File: config.mk
export PLATFORM = sky130hd
export DESIGN_NAME = bleusc_stage
export DESIGN_NICKNAME = d
export VERILOG_FILES = /design/src/design/bleusc_pkg.sv /design/src/design/bleusc_stage.sv
export SDC_FILE = /design/constraint.sdc
export NUM_CORES = 1
export LEC_CHECK = 0
export BUFFER_PORTS_ARGS = -buffer_cell sky130_fd_sc_hd__buf_2
export CORE_AREA = 2 2 584 586
export CTS_CLUSTER_SIZE = 16
export DETAILED_ROUTE_END_ITERATION = 7
export DIE_AREA = 0 0 586 588
export SYNTH_ARGS = -nofsm -noshare
export SYNTH_HDL_FRONTEND = slang
export SYNTH_SLANG_ARGS = --single-unit
File: constraint.sdc
create_clock -name clock -period 7.25 [get_ports clock]
set_clock_uncertainty 0.2 [all_clocks]
set_input_delay 0.725 -clock clock [delete_from_list [all_inputs] [get_ports clock]]
set_output_delay 0.725 -clock clock [all_outputs]
set_load 0.03 [all_outputs]
File: src/design/bleusc_pkg.sv
// bleusc_pkg: types, widths, stage numbering and constant tables for the bleu score pipeline
// used by bleusc_stage and bleu_score_from_stats_top; no dependencies
`default_nettype none

package bleusc_pkg;

   localparam int NGRAM_ORDER  = 4;
   localparam int COUNT_WIDTH  = 24;
   localparam int NV           = 2 * NGRAM_ORDER;
   localparam int ORDER_SHIFT  = $clog2(NGRAM_ORDER);
   localparam int SMOOTH_W     = 12;
   localparam int SMOOTH_FRAC  = 8;
   localparam int FRAC         = 16;
   localparam int HW           = COUNT_WIDTH + SMOOTH_FRAC;
   localparam int VW           = HW + 1;
   localparam int MW           = 31;
   localparam int LIW          = $clog2(VW);
   localparam int LW           = LIW + FRAC;
   localparam int QW           = 23;
   localparam int RW           = VW + FRAC;
   localparam int DW           = HW + QW;
   localparam int SW           = LW + ORDER_SHIFT + 1;
   localparam int PW           = 23;
   localparam int L2W          = 17;
   localparam int PLW          = PW + L2W - FRAC;
   localparam int TW           = 26;
   localparam int KW           = 6;
   localparam int SHW          = 7;
   localparam int SCW          = 17;
   localparam int CSR_IW       = 2;

   localparam logic [SCW-1:0]      ONE_Q16     = SCW'(65536);
   localparam logic [L2W-1:0]      LOG2E_Q16   = L2W'(94548);
   localparam logic [PW-1:0]       PEN_MAX     = PW'(64 * 65536);
   localparam logic [TW-1:0]       EXP_LIMIT   = TW'(40 * 65536);
   localparam logic [SHW-1:0]      EXP_SHIFT   = SHW'(14);
   localparam logic [MW-1:0]       MANT_ONE    = MW'(1) << (MW - 1);
   localparam logic [SMOOTH_W-1:0] SMOOTH_RST  = SMOOTH_W'(256);

   // stage numbering
   localparam int S_PREP    = 0;
   localparam int S_LEAD    = 1;
   localparam int S_NORM    = 2;
   localparam int SQ_FIRST  = 3;
   localparam int DIV_FIRST = S_NORM;
   localparam int DIV_LAST  = DIV_FIRST + QW - 1;
   localparam int S_SUM     = SQ_FIRST + FRAC;
   localparam int S_PEN     = DIV_LAST + 1;
   localparam int S_PMUL    = S_PEN + 1;
   localparam int S_TOT     = S_PMUL + 1;
   localparam int S_EPREP   = S_TOT + 1;
   localparam int EXP_FIRST = S_EPREP + 1;
   localparam int S_FIN     = EXP_FIRST + FRAC;
   localparam int NSTAGE    = S_FIN + 1;

   typedef enum logic [CSR_IW-1:0] {
      REG_SMOOTHED_MODE    = 2'd0,
      REG_SMOOTHING_AMOUNT = 2'd1,
      REG_SMOOTH_BREVITY   = 2'd2
   } csr_reg_type;

   typedef struct packed {
      logic [COUNT_WIDTH-1:0] matched_unigrams;
      logic [COUNT_WIDTH-1:0] hyp_unigrams;
      logic [COUNT_WIDTH-1:0] matched_bigrams;
      logic [COUNT_WIDTH-1:0] hyp_bigrams;
      logic [COUNT_WIDTH-1:0] matched_trigrams;
      logic [COUNT_WIDTH-1:0] hyp_trigrams;
      logic [COUNT_WIDTH-1:0] matched_fourgrams;
      logic [COUNT_WIDTH-1:0] hyp_fourgrams;
      logic [COUNT_WIDTH-1:0] ref_length;
   } req_word_type;

   typedef struct packed {
      logic [SCW-1:0] score;
      logic           degenerate;
   } rsp_word_type;

   typedef struct packed {
      logic [NV-1:0][VW-1:0] vals;
      logic [NV-1:0][LW-1:0] lg;
      logic [VW-1:0]         rr;
      logic [HW-1:0]         h1;
      logic [RW-1:0]         rem;
      logic [QW-1:0]         q;
      logic                  qsat;
      logic                  brev;
      logic                  degen;
      logic                  zero;
      logic signed [SW-1:0]  sum;
      logic [PW-1:0]         pen;
      logic [PLW-1:0]        penlog;
      logic signed [TW-1:0]  total;
      logic                  big;
      logic                  tiny;
      logic [KW-1:0]         k;
      logic [FRAC-1:0]       f;
      logic [MW-1:0]         em;
      logic [SCW-1:0]        score;
   } pipe_type;

   function automatic longint unsigned isqrt(input longint unsigned x_in);
      longint unsigned x;
      longint unsigned r;
      longint unsigned b;
      x = x_in;
      r = 0;
      b = 64'h1 << 62;
      while (b > x) b = b >> 2;
      while (b != 0) begin
         if (x >= r + b) begin
            x = x - (r + b);
            r = (r >> 1) + b;
         end else begin
            r = r >> 1;
         end
         b = b >> 2;
      end
      return r;
   endfunction

   // 2^(2^-idx) in Q30 by repeated floor square roots of 2.0
   function automatic logic [MW-1:0] exp_factor(input int idx);
      longint unsigned t;
      t = 64'h1 << MW;
      for (int n = 1; n <= idx; n++) t = isqrt(t << (MW - 1));
      return t[MW-1:0];
   endfunction

endpackage

`default_nettype wire

File: src/design/bleusc_stage.sv
// bleusc_stage: one register stage of the bleu score pipeline, its operation chosen by STAGE
// depends on bleusc_pkg
`default_nettype none

module bleusc_stage #(
   parameter int STAGE = 0
) (
   input  logic                clock,
   input  logic                reset,
   input  logic                in_valid,
   input  bleusc_pkg::pipe_type in_data,
   output logic                in_ready,
   input  logic                out_ready,
   output logic                out_valid,
   output bleusc_pkg::pipe_type out_data
);
   import bleusc_pkg::*;

   localparam bit IS_DIV = (STAGE >= DIV_FIRST) && (STAGE <= DIV_LAST);
   localparam int DBIT   = IS_DIV ? DIV_LAST - STAGE : 0;
   localparam bit IS_SQ  = (STAGE >= SQ_FIRST) && (STAGE < SQ_FIRST + FRAC);
   localparam int LBIT   = IS_SQ ? FRAC - 1 - (STAGE - SQ_FIRST) : 0;
   localparam bit IS_EXP = (STAGE >= EXP_FIRST) && (STAGE < EXP_FIRST + FRAC);
   localparam int EBIT   = IS_EXP ? FRAC - 1 - (STAGE - EXP_FIRST) : 0;
   localparam logic [MW-1:0] FACTOR = exp_factor(IS_EXP ? STAGE - EXP_FIRST + 1 : 1);

   logic     valid_ff, valid_in;
   pipe_type data_ff, data_in;

   function automatic logic [LIW-1:0] lead_pos(input logic [VW-1:0] v);
      logic [LIW-1:0] p;
      p = '0;
      for (int i = 0; i < VW; i++) if (v[i]) p = LIW'(i);
      return p;
   endfunction

   always_comb begin
      logic [VW+MW-2:0]     wide;
      logic [2*MW-1:0]      sq;
      logic [DW-1:0]        dsh;
      logic [PW+L2W-1:0]    prod;
      logic [2*MW-1:0]      eprod;
      logic [TW-1:0]        a;
      logic [SHW-1:0]       sh;
      logic signed [SW-1:0] acc;
      logic signed [TW-1:0] mean_x;
      logic [QW-1:0]        qd;
      data_in = in_data;
      wide = '0;
      sq = '0;
      dsh = '0;
      prod = '0;
      eprod = '0;
      a = '0;
      sh = '0;
      acc = '0;
      mean_x = '0;
      qd = '0;
      if (STAGE == S_LEAD) begin
         for (int v = 0; v < NV; v++) begin
            data_in.lg[v] = LW'(lead_pos(in_data.vals[v])) << FRAC;
         end
         data_in.brev = in_data.rr > VW'(in_data.h1);
         data_in.qsat = (HW+QW-FRAC)'(in_data.rr) >= {in_data.h1, {(QW-FRAC){1'b0}}};
         data_in.rem  = {in_data.rr, {FRAC{1'b0}}};
         data_in.q    = '0;
      end
      if (STAGE == S_NORM) begin
         for (int v = 0; v < NV; v++) begin
            wide = {in_data.vals[v], {(MW-1){1'b0}}} >> in_data.lg[v][LW-1:FRAC];
            data_in.vals[v] = VW'(wide[MW-1:0]);
         end
      end
      if (IS_SQ) begin
         for (int v = 0; v < NV; v++) begin
            sq = in_data.vals[v][MW-1:0] * in_data.vals[v][MW-1:0];
            if (sq[2*MW-1]) begin
               data_in.vals[v] = VW'(sq[2*MW-1:MW]);
               data_in.lg[v][LBIT] = 1'b1;
            end else begin
               data_in.vals[v] = VW'(sq[2*MW-2:MW-1]);
            end
         end
      end
      if (IS_DIV) begin
         dsh = DW'(in_data.h1) << DBIT;
         if (DW'(in_data.rem) >= dsh) begin
            data_in.rem = in_data.rem - dsh[RW-1:0];
            data_in.q[DBIT] = 1'b1;
         end
      end
      if (STAGE == S_SUM) begin
         for (int k = 0; k < NGRAM_ORDER; k++) begin
            acc = acc + SW'(in_data.lg[2*k]) - SW'(in_data.lg[2*k+1]);
         end
         data_in.sum = acc;
      end
      if (STAGE == S_PEN) begin
         qd = in_data.q - QW'(ONE_Q16);
         if (!in_data.brev) data_in.pen = '0;
         else if (in_data.qsat || (qd > PEN_MAX)) data_in.pen = PEN_MAX;
         else data_in.pen = qd;
      end
      if (STAGE == S_PMUL) begin
         prod = in_data.pen * LOG2E_Q16;
         data_in.penlog = prod[PW+L2W-1:FRAC];
      end
      if (STAGE == S_TOT) begin
         mean_x = TW'(in_data.sum >>> ORDER_SHIFT);
         data_in.total = mean_x - $signed(TW'(in_data.penlog));
      end
      if (STAGE == S_EPREP) begin
         a = -in_data.total;
         data_in.big  = !in_data.total[TW-1];
         data_in.tiny = a > EXP_LIMIT;
         data_in.k    = KW'(a[TW-1:FRAC] + (TW-FRAC)'(|a[FRAC-1:0]));
         data_in.f    = in_data.total[FRAC-1:0];
         data_in.em   = MANT_ONE;
      end
      if (IS_EXP) begin
         eprod = in_data.em * FACTOR;
         if (in_data.f[EBIT]) data_in.em = eprod[2*MW-2:MW-1];
      end
      if (STAGE == S_FIN) begin
         sh = SHW'(in_data.k) + EXP_SHIFT;
         if (in_data.degen || in_data.zero) data_in.score = '0;
         else if (in_data.big) data_in.score = ONE_Q16;
         else if (in_data.tiny || (sh >= SHW'(MW))) data_in.score = '0;
         else data_in.score = SCW'(in_data.em >> sh);
      end
   end

   assign in_ready = !valid_ff || out_ready;
   assign valid_in = in_ready ? in_valid : valid_ff;

   always_ff @(posedge clock) begin
      if (reset) begin
         valid_ff <= 1'b0;
      end else begin
         valid_ff <= valid_in;
      end
   end

   always_ff @(posedge clock) begin
      if (in_ready && in_valid) begin
         data_ff <= data_in;
      end
   end

   assign out_valid = valid_ff;
   assign out_data  = data_ff;

endmodule

`default_nettype wire

==> run_results.csv <==
group,metric,value,unit
critical_path,endpoint_kind,"flip-flop",
clock_tree,cts_max_path_buffers,4,
synthesis,ys_types,6,
critical_path,worst_setup_path_start_kind,"flip-flop",
pwr,p_total,12.7,mW
place,portBuffers,1507,
routing,drtIter0Drc,1473,
floorplan,io_pins,1508,
run_status,outcome,"finished, final reports clean",
timing,slew_viol_final,0,
job,maxCapViolations,0,
global_routing,grt_pass1_vias,20100,
floorplan,die_x,586,um
clock_tree,cts_setup_buffers,0,
synthesis,synthesis.instances,756,
clock_tree,cts_max_level,3,
clock_tree,cts_made_buffers,110,
global_routing,grt_max_degree,136,
routing,drt_wl_total,288,mm
finish,fill_cells,38000,
global_routing,grt-ovfl-total,0,
synthesis,synth.ff_latch_count,752,
finish,ff_latch_area,22600,sq um
routing,vias_per_cell,2.55,
synthesis,syn_avg_cell_area,29.9,sq um
timing,slew_headroom,22.3,%
pwr,p_leak,18.2,nW
floorplan,dieArea,345000,sq um
synthesis,syn_area,22600,sq um
critical_path,worst-setup-path-type,"flip-flop to flip-flop",
routing,route.detailed.drc,0,
clock_tree,cts_tree,"yes",
clock_tree,clk_pin_slew,0.05,ns
timing,finalCritPeriodShare,43.3,%
floorplan,placementRows,214,
global_routing,grt_use_total,16.2,%
finish,syn_to_final_growth,109,%
worst_hold_path,worstHoldPathCells,3,
timing,rsz0062_at_grt,"no",
finish,finalNetCount,3891,
critical_path,critPathMaxFanout,52,
finish,most-common-layout-cells,"1507 x buf_2, 752 x dlygate4sd3_1, 751 x edfxtp_1",
floorplan,die_y,588,um
pwr,peakVddDrop,0.213,mV
timing,timing.hold.ws,0.135,ns
timing,period_needed,3.14,ns
clock_tree,clockRootBuffer,"clkbuf_16",
routing,wl_per_cell,36.6,um
finish,drive_gt1_share,52.5,%
critical_path,worstPathArrival,3.39,ns
synthesis,yosysWarnings,0,
timing,worst_slack,4.11,ns
place,dp.final_hpwl,259,mm
critical_path,ff2ff_path_depth,4,
critical_path,critPathRequiredTime,7.50,ns
routing,first_pass_iters,7,
clock_tree,cts.sinks,752,
timing,setup_violations,0,
synthesis,yosysSeqAreaShare,99.8,%
global_routing,grt_first_pass_wirelength,330,mm
synthesis,netlist_top_cells_area,"edfxtp_1 100%, dfxtp_1 0.089%, nand2b_4 0.061%, a21oi_2 0.039%, and2_4 0.039%",
routing,ant_nets,0,
synthesis,synth.largest_area_cell,"edfxtp_1",
routing,vias,20000,
place,routabilityCongestion,0.976,
worst_hold_path,hold_class,"input port to flip-flop",
place,pre_cts_ws,3.35,ns
finish,final_common_cell,"buf_2",
global_routing,antenna_found_initial,325,
pwr,powerDensity,268,nW/um^2
timing,tightestPinTransition,1.17,ns
timing,fmax,319,MHz
floorplan,initial_utilization,6.68,%
floorplan,core_area,338000,sq um
clock_tree,clk_latency,0.83,ns
synthesis,syn_nets,1511,
timing,finalHoldViolations,0,
synthesis,synth_top_area_share,99.8,%
timing,finalSetupTns,0,ns
finish,multi_input_area,31.3,sq um
kinds of logic (layout without fill, tap and decap cells):
family,after synthesis,in the layout,synth area share (%)
compound gates,1,1,0.0387
buf+inv,1,2464,0.0166
flops,752,752,99.8
other cells,0,111,0
simple gates,2,2,0.0996
critical path, stage by stage, from the launching register on:
cell	delay, ns
dfxtp_1	0.33
nand2b_4	0.19
and2_4	0.83
buf_4	0.46
buf_4	0.59
routing by layer:
metal	global-route usage, %	part of all wire, %	vias up
met5	0	0.32	-
met4	4.24	3.4	148
li1	-	-	8041
met3	15.1	21	632
met1	16.1	34	9526
met2	24.1	42	1700
stage by stage:
stage	instance area, sq um	cells	utilization [%]
final	47300	7866	14.0
after global routing	47200	7822	13.9
after CTS	47000	7755	13.9
after detailed placement	35900	6808	10.6
after global placement	35900	6808	10.6
after floorplan	22600	756	-
timing repair:
item,in CTS,in global routing
gates resized for setup,0,0
hold buffers,752,0
endpoints found under the hold margin,752,0
final cells by class:
cell class	count	share of cell area, %
clock buffers	119	5.93
clock inverters	76	1.61
multi-input cells	3	0.0661
inverters	1	0.00793
well taps	4536	12.0
diodes	111	0.587
flip-flops and latches	752	47.7
repair buffers	2268	32.1
final timing paths:
path	from	endpoint	slack, ns
max	out_valid$_SDFFE_PP0P_	out_data[282]$_DFFE_PP_	4.11
max reg2reg	out_valid$_SDFFE_PP0P_	out_data[282]$_DFFE_PP_	4.11
min reg2reg	out_valid$_SDFFE_PP0P_	out_valid$_SDFFE_PP0P_	0.44
min	out_ready	out_valid$_SDFFE_PP0P_	0.14
cells in the mapped netlist:
cell      instances
nand2b_4          1
a21oi_2           1
dfxtp_1           1
and2_4            1
edfxtp_1        751
inv_1             1
registers in the layout, summed over array words and instances, names as in the netlist:
| signal | count |
|---|---|
| out_valid | 1 |
| out_data | 751 |
power breakdown:
part / internal (mW) / switching (mW) / total [mW]
sequential: 5.10 / 0.0651 / 5.16
combinational: 0.575 / 1.44 / 2.02
clock: 3.17 / 2.34 / 5.51
total: 8.84 / 3.85 / 12.7
Power figures use the tool's default switching activity.
